**src/rtl/rtpdtmf_pkg.sv**
```systemverilog
`timescale 1ns / 1ps

package rtpdtmf_pkg;

  localparam int DQ_DEPTH    = 16;
  localparam int DQ_IDX_W    = (DQ_DEPTH > 1) ? $clog2(DQ_DEPTH) : 1;
  localparam int DQ_CNT_W    = $clog2(DQ_DEPTH + 1);
  localparam int END_REPEATS = 3;
  localparam int REP_W       = 3;
  localparam int TONE_FRAMES = 8;

  localparam int DESC_Q_DEPTH = 2;
  localparam int DESC_PTR_W   = 1;
  localparam int DESC_CNT_W   = 2;

  localparam logic [7:0] RTP_V2_BYTE     = 8'h80;
  localparam logic [6:0] EVENT_VOLUME    = 7'h0A;
  localparam logic [3:0] AUDIO_LAST_IDX  = 4'd11;
  localparam logic [3:0] EVENT_LAST_IDX  = 4'd15;
  localparam logic       KIND_AUDIO      = 1'b0;
  localparam logic       KIND_EVENT      = 1'b1;

  typedef enum logic [1:0] {
    MODE_DIGIT = 2'd0,
    MODE_TICK  = 2'd1,
    MODE_START = 2'd2
  } mode_t;

  typedef enum logic [2:0] {
    CFG_AUDIO_PT    = 3'd0,
    CFG_EVENT_PT    = 3'd1,
    CFG_EVENT_EN    = 3'd2,
    CFG_SOURCE_ID   = 3'd3,
    CFG_TS_STEP     = 3'd4,
    CFG_START_SEQ   = 3'd5,
    CFG_START_TS    = 3'd6
  } cfg_idx_t;

  typedef struct packed {
    logic [6:0]  audio_pt;
    logic [6:0]  event_pt;
    logic        event_enable;
    logic [31:0] source_id;
    logic [12:0] ts_step;
    logic [15:0] start_seq;
    logic [31:0] start_ts;
  } cfg_t;

  // one packet to be serialised
  typedef struct packed {
    logic        kind;
    logic        marker;
    logic [6:0]  pt;
    logic [15:0] seq;
    logic [31:0] ts;
    logic [3:0]  code;
    logic        end_flag;
    logic [15:0] duration;
  } pkt_desc_t;

  typedef struct packed {
    logic      push;
    pkt_desc_t desc;
  } desc_push_t;

endpackage

```
**src/rtl/rtpdtmf_queue.sv**
```systemverilog
`timescale 1ns / 1ps

module rtpdtmf_queue (
  input  logic                    clk,
  input  logic                    rst,
  input  rtpdtmf_pkg::desc_push_t wr,
  output logic                    full,
  input  logic                    pop,
  output logic                    rd_valid,
  output rtpdtmf_pkg::pkt_desc_t  rd_desc
);

  rtpdtmf_pkg::pkt_desc_t mem [rtpdtmf_pkg::DESC_Q_DEPTH];
  logic [rtpdtmf_pkg::DESC_PTR_W-1:0] wr_ptr;
  logic [rtpdtmf_pkg::DESC_PTR_W-1:0] rd_ptr;
  logic [rtpdtmf_pkg::DESC_CNT_W-1:0] count;
  logic                               do_push;
  logic                               do_pop;

  assign full     = (count == rtpdtmf_pkg::DESC_CNT_W'(rtpdtmf_pkg::DESC_Q_DEPTH));
  assign rd_valid = (count != '0);
  assign rd_desc  = mem[rd_ptr];
  assign do_push  = wr.push && !full;
  assign do_pop   = pop && rd_valid;

  function automatic logic [rtpdtmf_pkg::DESC_PTR_W-1:0] ptr_inc(
    input logic [rtpdtmf_pkg::DESC_PTR_W-1:0] p
  );
    if (p == rtpdtmf_pkg::DESC_PTR_W'(rtpdtmf_pkg::DESC_Q_DEPTH - 1)) begin
      return '0;
    end
    return p + 1'b1;
  endfunction

  always_ff @(posedge clk) begin
    if (do_push) begin
      mem[wr_ptr] <= wr.desc;
    end
  end

  always_ff @(posedge clk) begin
    if (rst) begin
      wr_ptr <= '0;
      rd_ptr <= '0;
      count  <= '0;
    end else begin
      if (do_push) begin
        wr_ptr <= ptr_inc(wr_ptr);
      end
      if (do_pop) begin
        rd_ptr <= ptr_inc(rd_ptr);
      end
      if (do_push && !do_pop) begin
        count <= count + 1'b1;
      end else if (!do_push && do_pop) begin
        count <= count - 1'b1;
      end
    end
  end

endmodule

```
**src/rtl/rtpdtmf_front.sv**
```systemverilog
`timescale 1ns / 1ps

module rtpdtmf_front (
  input  logic                    clk,
  input  logic                    rst,
  input  rtpdtmf_pkg::cfg_t       cfg,
  input  logic                    item_valid,
  input  logic                    q_full,
  input  logic [1:0]              mode,
  input  logic [7:0]              digit_char,
  input  logic                    audio_ready,
  output rtpdtmf_pkg::desc_push_t wr
);

  localparam int SUM_W = rtpdtmf_pkg::DQ_CNT_W + 1;

  logic [7:0] fifo_mem [rtpdtmf_pkg::DQ_DEPTH];

  logic [15:0]                       seq, seq_next;
  logic [31:0]                       stream_ts, stream_ts_next;
  logic                              marker_pending, marker_pending_next;
  logic [rtpdtmf_pkg::DQ_CNT_W-1:0]  count, count_next;
  logic [rtpdtmf_pkg::DQ_IDX_W-1:0]  head, head_next;
  logic                              active, active_next;
  logic [3:0]                        code, code_next;
  logic [15:0]                       dur, dur_next;
  logic [rtpdtmf_pkg::REP_W-1:0]     reps, reps_next;
  logic [31:0]                       evts, evts_next;

  logic                              accept;
  logic                              fifo_wr;
  logic [SUM_W-1:0]                  tail_sum;
  logic [SUM_W-1:0]                  tail_wrap;
  logic [rtpdtmf_pkg::DQ_IDX_W-1:0]  tail;
  logic [rtpdtmf_pkg::DQ_IDX_W-1:0]  head_inc;
  logic [15:0]                       tone;
  logic [4:0]                        mapped;
  logic                              ev_ok;
  logic [3:0]                        cur_code;
  logic [15:0]                       cur_dur;
  logic [rtpdtmf_pkg::REP_W-1:0]     cur_reps;
  logic [rtpdtmf_pkg::REP_W-1:0]     reps_inc;
  logic [31:0]                       cur_evts;
  logic                              end_flag;

  // returns {valid, event code}
  function automatic logic [4:0] map_digit(input logic [7:0] c);
    logic [7:0] d;
    d = 8'h00;
    if (c >= 8'h30 && c <= 8'h39) begin          // '0'..'9'
      d = c - 8'h30;
      return {1'b1, d[3:0]};
    end
    if (c == 8'h2A) return {1'b1, 4'd10};         // '*'
    if (c == 8'h23) return {1'b1, 4'd11};         // '#'
    if (c >= 8'h41 && c <= 8'h44) begin          // 'A'..'D'
      d = c - 8'h41 + 8'd12;
      return {1'b1, d[3:0]};
    end
    if (c >= 8'h61 && c <= 8'h64) begin          // 'a'..'d'
      d = c - 8'h61 + 8'd12;
      return {1'b1, d[3:0]};
    end
    return 5'b0_0000;
  endfunction

  assign accept   = item_valid && !q_full;
  assign tail_sum = SUM_W'(head) + SUM_W'(count);
  assign tail_wrap = (tail_sum >= SUM_W'(rtpdtmf_pkg::DQ_DEPTH))
                   ? tail_sum - SUM_W'(rtpdtmf_pkg::DQ_DEPTH) : tail_sum;
  assign tail     = tail_wrap[rtpdtmf_pkg::DQ_IDX_W-1:0];
  assign head_inc = (head == rtpdtmf_pkg::DQ_IDX_W'(rtpdtmf_pkg::DQ_DEPTH - 1))
                  ? '0 : head + 1'b1;
  assign tone     = 16'(rtpdtmf_pkg::TONE_FRAMES) * {3'b000, cfg.ts_step};
  assign mapped   = map_digit(fifo_mem[head]);

  always_comb begin
    seq_next            = seq;
    stream_ts_next      = stream_ts;
    marker_pending_next = marker_pending;
    count_next          = count;
    head_next           = head;
    active_next         = active;
    code_next           = code;
    dur_next            = dur;
    reps_next           = reps;
    evts_next           = evts;
    fifo_wr             = 1'b0;
    ev_ok               = 1'b1;
    cur_code            = code;
    cur_dur             = dur;
    cur_reps            = reps;
    cur_evts            = evts;
    reps_inc            = reps + 1'b1;
    end_flag            = 1'b0;
    wr                  = '0;

    if (accept) begin
      unique case (rtpdtmf_pkg::mode_t'(mode))
        rtpdtmf_pkg::MODE_DIGIT: begin
          if (cfg.event_enable &&
              count < rtpdtmf_pkg::DQ_CNT_W'(rtpdtmf_pkg::DQ_DEPTH)) begin
            fifo_wr    = 1'b1;
            count_next = count + 1'b1;
          end
        end
        rtpdtmf_pkg::MODE_START: begin
          seq_next            = cfg.start_seq;
          stream_ts_next      = cfg.start_ts;
          marker_pending_next = 1'b1;
          count_next          = '0;
          head_next           = '0;
          active_next         = 1'b0;
        end
        rtpdtmf_pkg::MODE_TICK: begin
          if (active || count != '0) begin
            if (!active) begin
              // pop a digit and start a new event; bad characters are simply eaten
              ev_ok      = mapped[4];
              head_next  = head_inc;
              count_next = count - 1'b1;
              if (ev_ok) begin
                cur_code    = mapped[3:0];
                cur_dur     = '0;
                cur_reps    = '0;
                cur_evts    = stream_ts;
                active_next = 1'b1;
              end
            end
            if (ev_ok) begin
              end_flag          = (cur_dur >= tone);
              wr.push           = 1'b1;
              wr.desc.kind      = rtpdtmf_pkg::KIND_EVENT;
              wr.desc.marker    = (cur_dur == '0);
              wr.desc.pt        = cfg.event_pt;
              wr.desc.seq       = seq;
              wr.desc.ts        = cur_evts;
              wr.desc.code      = cur_code;
              wr.desc.end_flag  = end_flag;
              wr.desc.duration  = cur_dur;
              seq_next          = seq + 1'b1;
              code_next         = cur_code;
              evts_next         = cur_evts;
              dur_next          = cur_dur;
              reps_next         = cur_reps;
              reps_inc          = cur_reps + 1'b1;
              if (end_flag) begin
                reps_next = reps_inc;
                if (reps_inc >= rtpdtmf_pkg::REP_W'(rtpdtmf_pkg::END_REPEATS)) begin
                  active_next         = 1'b0;
                  stream_ts_next      = cur_evts + 32'(cur_dur) + 32'(cfg.ts_step);
                  marker_pending_next = 1'b1;
                end
              end else begin
                dur_next = cur_dur + 16'(cfg.ts_step);
              end
            end
          end else if (audio_ready) begin
            wr.push             = 1'b1;
            wr.desc.kind        = rtpdtmf_pkg::KIND_AUDIO;
            wr.desc.marker      = marker_pending;
            wr.desc.pt          = cfg.audio_pt;
            wr.desc.seq         = seq;
            wr.desc.ts          = stream_ts;
            seq_next            = seq + 1'b1;
            stream_ts_next      = stream_ts + 32'(cfg.ts_step);
            marker_pending_next = 1'b0;
          end
        end
        default: begin
        end
      endcase
    end
  end

  always_ff @(posedge clk) begin
    if (fifo_wr) begin
      fifo_mem[tail] <= digit_char;
    end
  end

  always_ff @(posedge clk) begin
    if (rst) begin
      seq            <= '0;
      stream_ts      <= '0;
      marker_pending <= 1'b1;
      count          <= '0;
      head           <= '0;
      active         <= 1'b0;
      code           <= '0;
      dur            <= '0;
      reps           <= '0;
      evts           <= '0;
    end else begin
      seq            <= seq_next;
      stream_ts      <= stream_ts_next;
      marker_pending <= marker_pending_next;
      count          <= count_next;
      head           <= head_next;
      active         <= active_next;
      code           <= code_next;
      dur            <= dur_next;
      reps           <= reps_next;
      evts           <= evts_next;
    end
  end

endmodule

```
**src/rtl/rtpdtmf_back.sv**
```systemverilog
`timescale 1ns / 1ps

module rtpdtmf_back (
  input  logic                   clk,
  input  logic                   rst,
  input  logic [31:0]            source_id,
  input  logic                   q_valid,
  input  rtpdtmf_pkg::pkt_desc_t q_desc,
  output logic                   q_pop,
  output logic                   result_valid,
  input  logic                   result_stall,
  output logic [7:0]             out_byte,
  output logic                   packet_kind,
  output logic                   last_byte
);

  logic [3:0] idx;
  logic       is_last;
  logic       take;

  function automatic logic [7:0] pick_byte(
    input rtpdtmf_pkg::pkt_desc_t d,
    input logic [31:0]            ssrc,
    input logic [3:0]             i
  );
    unique case (i)
      4'd0:  return rtpdtmf_pkg::RTP_V2_BYTE;
      4'd1:  return {d.marker, d.pt};
      4'd2:  return d.seq[15:8];
      4'd3:  return d.seq[7:0];
      4'd4:  return d.ts[31:24];
      4'd5:  return d.ts[23:16];
      4'd6:  return d.ts[15:8];
      4'd7:  return d.ts[7:0];
      4'd8:  return ssrc[31:24];
      4'd9:  return ssrc[23:16];
      4'd10: return ssrc[15:8];
      4'd11: return ssrc[7:0];
      4'd12: return {4'b0000, d.code};
      4'd13: return {d.end_flag, rtpdtmf_pkg::EVENT_VOLUME};
      4'd14: return d.duration[15:8];
      4'd15: return d.duration[7:0];
    endcase
  endfunction

  assign is_last = (q_desc.kind == rtpdtmf_pkg::KIND_EVENT)
                 ? (idx == rtpdtmf_pkg::EVENT_LAST_IDX)
                 : (idx == rtpdtmf_pkg::AUDIO_LAST_IDX);
  // output register free or being drained this cycle
  assign take    = !result_valid || !result_stall;
  assign q_pop   = take && q_valid && is_last;

  always_ff @(posedge clk) begin
    if (take && q_valid) begin
      out_byte    <= pick_byte(q_desc, source_id, idx);
      packet_kind <= q_desc.kind;
      last_byte   <= is_last;
    end
  end

  always_ff @(posedge clk) begin
    if (rst) begin
      result_valid <= 1'b0;
      idx          <= '0;
    end else if (take) begin
      result_valid <= q_valid;
      if (q_valid) begin
        idx <= is_last ? 4'd0 : idx + 1'b1;
      end
    end
  end

endmodule

```
**src/rtl/rtp_dtmf_event_packet_sender.sv**
```systemverilog
`timescale 1ns / 1ps
// packet timing: a tick's descriptor is registered into the packet queue, and its first
// byte is then registered into the output register when the serialiser is idle
// throughput: one byte per cycle while not stalled; the serialiser sends 12 bytes per
// audio packet, 16 per event packet; other items are taken while the queue has room
// reset: synchronous, clears sequence, timestamps, digit queue and event state,
// arms the marker and loads register defaults

module rtp_dtmf_event_packet_sender (
  input  logic        clk,
  input  logic        rst,
  input  logic        cfg_write,
  input  logic [2:0]  cfg_index,
  input  logic [31:0] cfg_data,
  input  logic        item_valid,
  output logic        item_stall,
  input  logic [1:0]  mode,
  input  logic [7:0]  digit_char,
  input  logic        audio_ready,
  output logic        result_valid,
  input  logic        result_stall,
  output logic [7:0]  out_byte,
  output logic        packet_kind,
  output logic        last_byte
);

  rtpdtmf_pkg::cfg_t       cfg;
  rtpdtmf_pkg::desc_push_t wr;
  rtpdtmf_pkg::pkt_desc_t  q_desc;
  logic                    q_full;
  logic                    q_valid;
  logic                    q_pop;

  assign item_stall = q_full;

  always_ff @(posedge clk) begin
    if (rst) begin
      cfg.audio_pt     <= 7'd0;
      cfg.event_pt     <= 7'd101;
      cfg.event_enable <= 1'b1;
      cfg.source_id    <= '0;
      cfg.ts_step      <= 13'd160;
      cfg.start_seq    <= '0;
      cfg.start_ts     <= '0;
    end else if (cfg_write) begin
      unique case (rtpdtmf_pkg::cfg_idx_t'(cfg_index))
        rtpdtmf_pkg::CFG_AUDIO_PT:  cfg.audio_pt     <= cfg_data[6:0];
        rtpdtmf_pkg::CFG_EVENT_PT:  cfg.event_pt     <= cfg_data[6:0];
        rtpdtmf_pkg::CFG_EVENT_EN:  cfg.event_enable <= cfg_data[0];
        rtpdtmf_pkg::CFG_SOURCE_ID: cfg.source_id    <= cfg_data;
        rtpdtmf_pkg::CFG_TS_STEP:   cfg.ts_step      <= cfg_data[12:0];
        rtpdtmf_pkg::CFG_START_SEQ: cfg.start_seq    <= cfg_data[15:0];
        rtpdtmf_pkg::CFG_START_TS:  cfg.start_ts     <= cfg_data;
        default: begin
        end
      endcase
    end
  end

  rtpdtmf_front u_front (
    .clk         (clk),
    .rst         (rst),
    .cfg         (cfg),
    .item_valid  (item_valid),
    .q_full      (q_full),
    .mode        (mode),
    .digit_char  (digit_char),
    .audio_ready (audio_ready),
    .wr          (wr)
  );

  rtpdtmf_queue u_queue (
    .clk      (clk),
    .rst      (rst),
    .wr       (wr),
    .full     (q_full),
    .pop      (q_pop),
    .rd_valid (q_valid),
    .rd_desc  (q_desc)
  );

  rtpdtmf_back u_back (
    .clk          (clk),
    .rst          (rst),
    .source_id    (cfg.source_id),
    .q_valid      (q_valid),
    .q_desc       (q_desc),
    .q_pop        (q_pop),
    .result_valid (result_valid),
    .result_stall (result_stall),
    .out_byte     (out_byte),
    .packet_kind  (packet_kind),
    .last_byte    (last_byte)
  );

endmodule
```
**config.mk**
```make
export PLATFORM = sky130hd
export DESIGN_NAME = rtp_dtmf_event_packet_sender
export DESIGN_NICKNAME = d
export VERILOG_FILES = /design/src/rtl/rtpdtmf_pkg.sv /design/src/rtl/rtpdtmf_queue.sv /design/src/rtl/rtpdtmf_front.sv /design/src/rtl/rtpdtmf_back.sv /design/src/rtl/rtp_dtmf_event_packet_sender.sv
export SDC_FILE = /design/constraint.sdc
export NUM_CORES = 1
export LEC_CHECK = 0
export BUFFER_PORTS_ARGS = -buffer_cell sky130_fd_sc_hd__buf_2
export CORE_UTILIZATION = 58
export CTS_BUF_LIST = sky130_fd_sc_hd__clkbuf_4 sky130_fd_sc_hd__clkbuf_8 sky130_fd_sc_hd__clkbuf_16
export CTS_CLUSTER_SIZE = 24
export DETAILED_ROUTE_END_ITERATION = 10
export GPL_TIMING_DRIVEN = 0
export PLACE_DENSITY = 0.75
export SLEW_MARGIN = 20
export SYNTH_ARGS = -nofsm -noshare
export SYNTH_HDL_FRONTEND = slang
export SYNTH_SLANG_ARGS = --single-unit
```
**constraint.sdc**
```tcl
create_clock -name clk -period 10.75 [get_ports clk]
set_clock_uncertainty 0.1 [all_clocks]
set_input_delay 0.5375 -clock clk [delete_from_list [all_inputs] [get_ports clk]]
set_output_delay 0.5375 -clock clk [all_outputs]
set_load 0.02 [all_outputs]
```
Word-level counts from Yosys, hierarchy flattened
Memories as Yosys holds them, arrays and structs flattened. A register that Yosys moved wholly into a read port is not among the register bits.
Cells that the tools add are included.
{ "totals": {"latch_bits": 0, "mem_bits_rw": 284, "memories": 2, "output_inout_bits": 12, "wordCells": 245, "rom_bits": 0, "reg_bits": 241} }
{ "op_classes": {"n_div": 0, "order_cmp": 10, "bitwise_logic": 0, "mux": 112, "shifts": 0, "addsub": 21, "n_mul": 0, "n_reduce_logical": 41, "n_eq_ne": 34} }
{ "mem_list": {"columns": ["memory", "depth", "word_bits", "rd", "rd_ports_with_merged_regs", "wr", "line_no", "text"], "rows": [
  ["u_queue.mem", 2, 78, 1, 1, 1, "rtpdtmf_queue.sv:13", "rtpdtmf_pkg::pkt_desc_t mem [rtpdtmf_pkg::DESC_Q_DEPTH];"],
  ["u_front.fifo_mem", 16, 8, 1, 1, 1, "rtpdtmf_front.sv:17", "logic [7:0] fifo_mem [rtpdtmf_pkg::DQ_DEPTH];"]
]} }
{ "ops": {"columns": ["operator", "count"], "rows": [
  ["32-bit two-way mux", 10],
  ["79-bit two-way mux", 3],
  ["16-bit two-way mux", 9],
  ["8-bit case mux with 16 select lines", 1],
  ["58-bit two-way mux", 2],
  ["5-bit two-way mux", 13],
  ["32-bit by 13-bit adder with 32-bit output", 2],
  ["32-bit case mux with 2 select lines", 1],
  ["1-bit two-way mux", 50],
  ["4-bit == test, second input constant", 9],
  ["4-bit two-way mux", 9],
  ["32-bit by 16-bit adder with 32-bit output", 1],
  ["16-bit case mux with 2 select lines", 1],
  ["21-bit two-way mux", 1],
  ["3-bit two-way mux", 6],
  ["16-bit by 1-bit adder with 16-bit output, second input constant", 1],
  ["16-bit by 13-bit adder with 16-bit output", 1],
  ["4-bit by 3-bit == test with 1-bit output, second input constant", 4],
  ["8-bit by 6-bit == test with 1-bit output, second input constant", 2],
  ["16-bit greater-or-equal comparator", 1],
  ["8-bit by 7-bit greater-or-equal comparator with 1-bit output, second input constant", 2],
  ["8-bit by 7-bit less-or-equal comparator with 1-bit output, second input constant", 2],
  ["16-bit logical NOT", 1],
  ["2-bit AND reduction", 8],
  ["43 further kinds", 78]
]} }

Depth between registers and ports, before layout
Gate-level depths: netlist of run 1.
{ "depth": {"word_depth": 33, "ltp_mapped": 35, "ltp_nobuf": 28} }

Hierarchy
Synthesis of run 1 repeated with hierarchy kept, for this count alone.
{ "unflattened": {"cells_unflattened": 2504, "area_unflattened_um2": 27405.0} }
{ "by_module_without_submodules": {"columns": ["mod", "cells_each", "instances", "area_per_inst_um2", "seq_area_each_um2"], "rows": [
  ["rtpdtmf_front", 1659, 1, 15582.4, 6206.0],
  ["rtpdtmf_queue", 268, 1, 5928.2, 4784.6],
  ["rtp_dtmf_event_packet_sender", 402, 1, 4383.0, 2162.1],
  ["rtpdtmf_back", 175, 1, 1511.4, 400.4]
]} }

Worst setup path after synthesis of run 1
No wires, ideal clock.
{ "synth_timing": {"path_kind": "register to register", "from": "register with a tool-made name", "to": "memory u_queue.mem[1][0] in the netlist's numbering (enable)", "synth_period_minus_slack_ps": 7567, "arrival_ps": 6942, "t_required_ps": 10125, "path_stages_with_launch": 16, "slack_ps": 3183, "path_buffers": 3, "path_cell_list": "dfxtp_1 -> buf_6 -> buf_6 -> buf_4 -> mux4_2 -> mux4_2 -> inv_1 -> ha_1 -> nor2_1 -> a211o_1 -> o31ai_2 -> a31o_4 -> o21ai_2 -> inv_2 -> nor2_2 -> nor2b_1"} }
{ "synth_rtl": {"columns": ["item", "line_no"], "rows": [
  ["end, declared", "rtpdtmf_queue.sv:13"]
]} }

==> summary.txt, run 1 <==
Critical path
  • CP top delay family: compound AO/OA/AOI/OAI gates
  • Setup crit end kind: flop
  • Required time of the worst setup path: around 11 ns
  • Setup crit start kind: flop
  • CP Data Arrival Time: a little under 10 ns
  • Crit-path max FO: 10
  • Slowest-stage cell, CP: a31oi_2
  • CP max stage delay: around 0.62 ns
  • CP bufs+invs: 7
  • CP Class: flop to flop

Synth
  • EDFF count, synth: roughly 300
  • Yosys cell types: 96
  • Average cell area after synthesis: approximately 10 sq um
  • Async SR Flop Fraction: 0%
  • Seq cells post-synth: 530
  • Largest area contributor in the netlist: edfxtp_1
  • Synth area leaders: edfxtp_1, dfxtp_1, nand2_1
  • Post-Syn Area: 0.0261 sq mm
  • Main synth FF type: edfxtp_1
  • Top-area cell type share of the netlist area: around a third
  • Gate Count Post-Synth: around 2500
  • YS warnings: 0
  • Seq/Total Area, Yosys: 51.9%
  • Net count after synthesis: 2697

Clock network
  • # resized after CTS: 0
  • CTS tree: yes
  • Clock buffer count from CTS: between 50 and 60
  • Clock Latency Late Sink: 0.63 ns
  • Clk buf depth: 3
  • Root Driver: clkbuf_16
  • Clk pin slew, worst setup/hold paths: approximately 0.070 ns
  • Post-CTS setup repair buffer count: 0
  • H-tree level count: 2
  • Clock sinks: 530
  • Hold buffers post-CTS: 0

Status
  • Outcome: complete, no violations

Timing
  • Max_slew headroom: a little over a fifth
  • Final Worst Setup Slack: 1.28 ns
  • RSZ-0062 raised after global routing: false
  • Slew of the pin with the lowest slew margin: 1.17 ns
  • Crit path time final: ~9.5 ns
  • Fin. Hold Viols: 0
  • Fin. max-slew vios: 0
  • Setup TNS: 0 ns
  • Fmax: ~0.11 GHz
  • Final setup vio count: 0
  • Period utilization: about nine tenths

Die
  • Die height: about 210 um
  • Die width: approximately 210 um
  • Die footprint: around 0.046 sq mm
  • Core Rows: 77
  • Core region area: about 0.044 sq mm
  • Boundary pin count: between 60 and 70
  • Starting Density: 59.0%

Power
  • Power consumption: about 0.0046 W
  • VDD IR-drop max: between 0.1 and 0.15 mV
  • Pleak: a little over 10 nW
  • Power Dens Cells: about 160 mW/mm^2

Routing
  • # DRC: 0
  • DRT iter0 DRCs: 2909
  • Wire per inst: around 27 um
  • DR vias/cell: roughly 6.5
  • Final WL: around 90 mm
  • First-pass detailed-route iteration total: 6
  • Final ANT Viol Nets: 0
  • Routed via count: about 21000

Placed design
  • Setup WS pre-CTS: between 1 and 1.5 ns
  • DP Cell Count: about 3200
  • Dpl hpwl: approximately 67 mm
  • GPL Wtd Cong: between 1 and 1.5
  • Port bufs: slightly above 60

Global routing
  • Largest net degree at the start of global routing: 26
  • GRT Max-Usage Layer: met2
  • Total grt overflow: 0
  • Vias in the first global route: just over 20000
  • Met1 Usage GRT: between 50% and 60%
  • M3 GR Usage: between 9 and 10%
  • First-pass GRT wire length: approximately 130 mm
  • Initial antenna violation count: 2
  • GRT Total Usage: about two fifths
  • GR Layer Usage met2: 58.4%

Final layout
  • Non-filler cells, final: roughly 3300
  • Layout cells sized above 1: around a tenth
  • Net total in the final layout: 2821
  • Syn-to-layout area delta: 12.1%

Hold path
  • Hold Crit Class: input port to flop

Job
  • MaxCap Viol Count: 0
==> state kept, by name, indices dropped and copies added, names as in the netlist, named ones only <==
name	cells
u_front.count	5
u_front.marker_pending	1
u_front.code	4
u_front.reps	3
u_front.dur	16
cfg	108
u_back.packet_kind	1
u_queue.wr_ptr	1
u_back.idx	4
u_queue.rd_ptr	1
u_queue.count	2
u_front.evts	32
u_back.last_byte	1
u_back.out_byte	8
u_front.head	4
u_queue.mem	156
u_front.seq	16
u_back.result_valid	1
u_front.active	1
u_front.fifo_mem	128
u_front.stream_ts	32
==> tightest hold or removal path: stages <==
cell and delay (ns):
buf_2 0.12, nand2_1 0.06, a21oi_1 0.05
==> cell type report <==
type / count / area [sq um]
Fill cell: 3459 / 15000
Sequential cell: 530 / 13600
Multi-Input combinational cell: 1783 / 11600
Clock buffer: 69 / 1520
Tap cell: 592 / 741
Buffer: 150 / 662
Timing Repair Buffer: 68 / 453
Clock inverter: 33 / 414
Inverter: 83 / 312
Antenna cell: 3 / 7.51
==> synth_stat cells, types with 45 or more instances <==
master    count
nand2_1     406
edfxtp_1    294
dfxtp_1     236
a21oi_1     234
nor2_1      194
clkbuf_1    113
o21ai_0      99
ha_1         82
inv_1        82
mux2i_1      71
and3_1       46
nor3_1       45
==> layout by cell type, fill, tap and decap left out, types with 35 or more instances in the layout <==
cell       instances
mux4_2            36
nor2_1           190
nor3_1            45
and3_1            46
xnor2_1           37
a21oi_1          233
edfxtp_1         294
buf_2             77
inv_1             82
o21ai_0           99
clkbuf_1         113
xor2_1            37
nor2b_1           35
clkbuf_16         56
dfxtp_1          236
nand3_1           38
ha_1              82
a211oi_1          42
mux2i_1           71
nand2_1          406
==> worst paths after layout <==
check / startpoint / endpoint / slack (ns) / cells after the start
hold reg to reg: cfg[103] / cfg[103] / 0.35 / 2
setup reg to reg: flop / u_front.stream_ts[25] / 1.28 / 29
setup / recovery: flop / u_front.stream_ts[25] / 1.28 / 29
hold / removal: cfg_data[26] / cfg[26] / 0.09 / 3
==> metrics by stage <==
stage / util [%] / hold WS [ns] / cell area, sq um
2_1_floorplan: - / 0.332 / 26100
3_3_place_gp: 61.3 / 0.341 / 27200
3_5_place_dp: 61.7 / 0.347 / 27300
4_1_cts: 66.1 / 0.0692 / 29300
5_1_grt: 66.1 / 0.0863 / 29300
6_report: 66.1 / 0.0884 / 29300
==> metal layers <==
metal	wire, um	up-vias
met2	39400	1388
met1	34700	10300
li1	-	9477
met4	5140	2
met3	10900	274
met5	13	-
==> power by group <==
group	internal, W	switching [W]
combinational	0.000103	0.000266
sequential	0.00216	0.0000263
clock	0.00122	0.000817
==> logic make-up (layout without fill, tap and decap cells) <==
logic type      Yosys count  after routing  synth area share [%]
simple gates            875            875                  15.1
xor+xnor                 74             74                  2.48
other cells               0              3                     0
fa+ha+maj               100            100                  5.31
compound gates          617            617                  15.3
flops                   530            530                  51.9
buf+inv                 233            403                  3.73
mux                     117            117                  6.26
Power figures use the tool's default switching activity.
==> inputs of run 2 (changes only) <==
--- a/config.mk
+++ b/config.mk
@@ -12,7 +12,9 @@
 export DETAILED_ROUTE_END_ITERATION = 10
 export GPL_TIMING_DRIVEN = 0
 export PLACE_DENSITY = 0.75
+export SETUP_SLACK_MARGIN = 0.2
 export SLEW_MARGIN = 20
 export SYNTH_ARGS = -nofsm -noshare
 export SYNTH_HDL_FRONTEND = slang
+export SYNTH_HIERARCHICAL = 1
 export SYNTH_SLANG_ARGS = --single-unit
==> run 2 against run 1 <==
Net effect:
- first-iteration DRC count down 4.5%
- design area up 3.8%
- worst setup slack worse by 0.15 ns
- clock-buffer cell count down 2
- global-route usage down 2.0 points
- sequential cell count unchanged
- clock power down 3%
- fmax down 1.6%
- synthesized area up 4.9%
- via count down 2.6%
- critical path type unchanged
- critical endpoint is now u_front/stream_ts[21]
==> summary.txt, run 2 <==
Placed design
  • Port bufs: 59 (was 62)
  • DP Cell Count: 3172 (was 3206)
  • Post-DP Area: 0.0285 sq mm (was 0.0273 sq mm)
  • GPL Wtd Cong: 0.983 (was 1.01)
  • Dpl hpwl: 65.8 mm (was 66.5 mm)

Clock network
  • CTS tree: yes (unchanged)
  • H-tree level count: 2 (unchanged)
  • Clock sinks: 530 (unchanged)
  • Hold buffers post-CTS: 0 (unchanged)
  • Clk pin slew, worst setup/hold paths: 0.06 ns (was 0.07 ns)
  • # resized after CTS: 0 (unchanged)
  • Post-CTS setup repair buffer count: 0 (unchanged)
  • Clock buffer count from CTS: 55 (was 54)
  • Clk buf depth: 3 (unchanged)
  • Clock Latency Late Sink: 0.63 ns (about the same)
  • Root Driver: clkbuf_16 (unchanged)

Global routing
  • Largest net degree at the start of global routing: 49 (was 26)
  • GRT Total Usage: 36.9% (was 38.9%)
  • Total grt overflow: 0 (unchanged)
  • First-pass GRT wire length: 129 mm (was 131 mm)
  • Vias in the first global route: 20000 (was 20400)
  • Initial antenna violation count: 4 (was 2)

Synth
  • Average cell area after synthesis: 10.9 sq um (was 10.3 sq um)
  • Gate Count Post-Synth: 2504 (was 2546)
  • Commonest cells in the netlist: edfxtp_1, dfxtp_1, nor2_1 (was nand2_1, edfxtp_1, dfxtp_1)
  • Largest area contributor in the netlist: edfxtp_1 (unchanged)
  • Post-Syn Area: 0.0274 sq mm (was 0.0261 sq mm)
  • YS warnings: 6 (was 0)
  • Most common cell in the netlist: edfxtp_1 (was nand2_1)
  • EDFF count, synth: 294 (unchanged)
  • Seq/Total Area, Yosys: 49.5% (was 51.9%)
  • Main synth FF type: edfxtp_1 (unchanged)
  • Async SR Flop Fraction: 0% (unchanged)
  • Seq cells post-synth: 530 (unchanged)
  • Yosys cell types: 92 (was 96)
  • Top-area cell type share of the netlist area: 32.2% (was 33.8%)
  • Synth area leaders: edfxtp_1, dfxtp_1, mux2i_1 (was edfxtp_1, dfxtp_1, nand2_1)
  • Net count after synthesis: 2655 (was 2697)

Timing
  • Max_slew headroom: 19.5% (was 21.2%)
  • Period utilization: 89.5% (was 88.1%)
  • Final setup vio count: 0 (unchanged)
  • Fmax: 0.104 GHz (was 0.106 GHz)
  • Fin. Hold Viols: 0 (unchanged)
  • Fin. max-slew vios: 0 (unchanged)
  • Crit path time final: 9.62 ns (was 9.47 ns)
  • Setup TNS: 0 ns (unchanged)
  • Slew of the pin with the lowest slew margin: 1.20 ns (was 1.17 ns)
  • RSZ-0062 raised after global routing: false (unchanged)

Final layout
  • Largest Register: u_queue/mem (was u_queue.mem)
  • Non-filler cells, final: 3276 (was 3311)
  • Net total in the final layout: 2773 (was 2821)
  • Largest regs: u_queue/mem: 156 flops, u_front/fifo_mem: 128 flops, cfg: 108 flops (was u_queue.mem: 156 flops, u_front.fifo_mem: 128 flops, cfg: 108 flops)
  • Register area: 0.0136 sq mm (unchanged)
  • Footprint of the multi-input gates: 0.0127 sq mm (was 0.0116 sq mm)
  • Syn-to-layout area delta: 10.9% (was 12.1%)
  • Number of flip-flops in the largest register: 156 (unchanged)
  • Final Util: 65.3% (was 66.1%)
  • Commonest non-fill, non-tap cell in the layout: edfxtp_1 (was nand2_1)
  • Highest-count cells in the layout ignoring fill and taps: edfxtp_1, dfxtp_1, nor2_1, nand2_1, mux2i_1 (was nand2_1, edfxtp_1, dfxtp_1, a21oi_1, nor2_1)
  • Final Cell Area: 0.0304 sq mm (was 0.0293 sq mm)
  • Filler Cell Count: 3592 (was 3459)
  • Layout cells sized above 1: 14.4% (was 10.2%)

Routing
  • DR vias/cell: 6.38 (was 6.47)
  • Final ANT Viol Nets: 0 (unchanged)
  • DRT iter0 DRCs: 2778 (was 2909)
  • Wire per inst: 26.8 um (was 27.2 um)
  • Routed via count: 20900 (was 21400)
  • Final WL: 87.9 mm (was 90.1 mm)
  • # DRC: 0 (unchanged)
  • First-pass detailed-route iteration total: 6 (unchanged)

Die
  • Die footprint: 0.0481 sq mm (was 0.0459 sq mm)
  • Die width: 219 um (was 214 um)
  • Core Rows: 79 (was 77)
  • Starting Density: 58.9% (was 59.0%)
  • Die height: 219 um (was 214 um)
  • Core region area: 0.0466 sq mm (was 0.0443 sq mm)
  • Boundary pin count: 63 (unchanged)

Power
  • Logic gate share of total power: 9.2% (was 8.0%)
  • VDD IR-drop max: 0.177 mV (was 0.150 mV)
  • Share of total power in the clock network: 43.0% (was 44.3%)
  • Net Sw Frac: 25.1% (was 24.1%)
  • Pleak: 11.4 nW (was 10.3 nW)
  • Power consumption: 0.00459 W (about the same)
  • Sequential share of power: 47.8% (was 47.7%)
  • Internal: 0.00343 W (was 0.00349 W)
  • Power Dens Cells: 151 mW/mm^2 (was 157 mW/mm^2)
  • Net Sw Power: 0.00115 W (was 0.00111 W)

Critical path
  • CP Data Arrival Time: 10.06 ns (was 9.90 ns)
  • CP max stage delay: 0.63 ns (was 0.62 ns)
  • Slowest-stage cell, CP: buf_1 (was a31oi_2)
  • Setup crit start kind: flop (unchanged)
  • CP Class: flop to flop (unchanged)
  • Setup crit end kind: flop (unchanged)
  • Crit-path max FO: 10 (unchanged)
  • Required time of the worst setup path: 11.19 ns (was 11.18 ns)

Hold path
  • Hold Crit Class: input port to flop (unchanged)

Job
  • MaxCap Viol Count: 0 (unchanged)

Status
  • Outcome: complete, no violations (unchanged)
## run 2: cell count changes in the layout (fill, tap and decap cells not counted), sizes merged, moves of 29 or more
cell	change
a21oi	-115
buf	+35
clkbuf	-37
mux2	+72
mux2i	+82
nand2	-214
nand2b	+135
o21ai	-29
## run 2: layout make-up
type / count / share of cell area, %
flip-flops and latches: 530 / 44.6
multi-input cells: 1728 / 41.8
clock buffers: 67 / 4.94
plain buffers: 157 / 2.72
well taps: 607 / 2.50
clock inverters: 36 / 1.23
repair buffers: 61 / 1.15
inverters: 89 / 1.11
diodes: 1 / 0.00823
## run 2: power by group through the flow
stage	registers (W)	clock network [W]	logic [W]
2_1_floorplan	0.00223	0	0.000246
3_3_place_gp	0.00224	0	0.000400
3_5_place_dp	0.00224	0	0.000408
4_1_cts	0.00219	0.00198	0.000410
5_1_grt	0.00219	0.00206	0.000443
6_report	0.00219	0.00197	0.000423
## run 2: kinds of logic after synthesis
family                   count (synthesis)  synth area share (%)
flip-flops                             530                  49.5
AO/OA/AOI/OAI                          477                  11.8
multiplexers                           273                  12.3
AND/OR/NAND/NOR                        798                  14.5
XOR/XNOR                                80                  2.58
buffers and inverters                  246                  4.24
adder cells (fa/ha/maj)                100                  5.06
## run 2: layer usage
| layer | part of all wire (%) | global-route usage (%) | up-vias |
|---|---|---|---|
| met5 | 0.016 | 0 | - |
| met3 | 8.7 | 5.61 | 275 |
| li1 | - | - | 9338 |
| met1 | 41 | 50.0 | 10200 |
| met4 | 5.9 | 19.9 | 2 |
| met2 | 45 | 57.0 | 1121 |
## run 2: metrics by stage
stage / hold WS [ns] / setup slack (ns)
after CTS: 0.0884 / 1.27
after floorplan: 0.331 / 3.26
after detailed placement: 0.352 / 1.29
after global placement: 0.343 / 1.50
final: 0.106 / 1.13
after global routing: 0.119 / 0.774
## run 2: worst max-delay path, delay by kind of cell (launching register included)
kind                       cells  cell delay [ns]
AOI/OAI and AO/OA              9             2.03
adders and majority gates      4             1.33
DFF                            1             0.46
buffers and inverters          8             2.50
xor gates and xnor gates       1             0.29
muxes                          3             1.68
and+or+nand+nor                5             1.08
## run 2: worst paths after layout
| kind | start | to | slack, ns | cells past startpoint |
|---|---|---|---|---|
| setup / recovery | flop | u_front/stream_ts[21] | 1.13 | 30 |
| hold reg to reg | u_front/code[1] | u_front/code[1] | 0.37 | 2 |
| hold / removal | result_stall | u_back/result_valid | 0.11 | 3 |
| setup reg to reg | flop | u_front/stream_ts[21] | 1.13 | 30 |
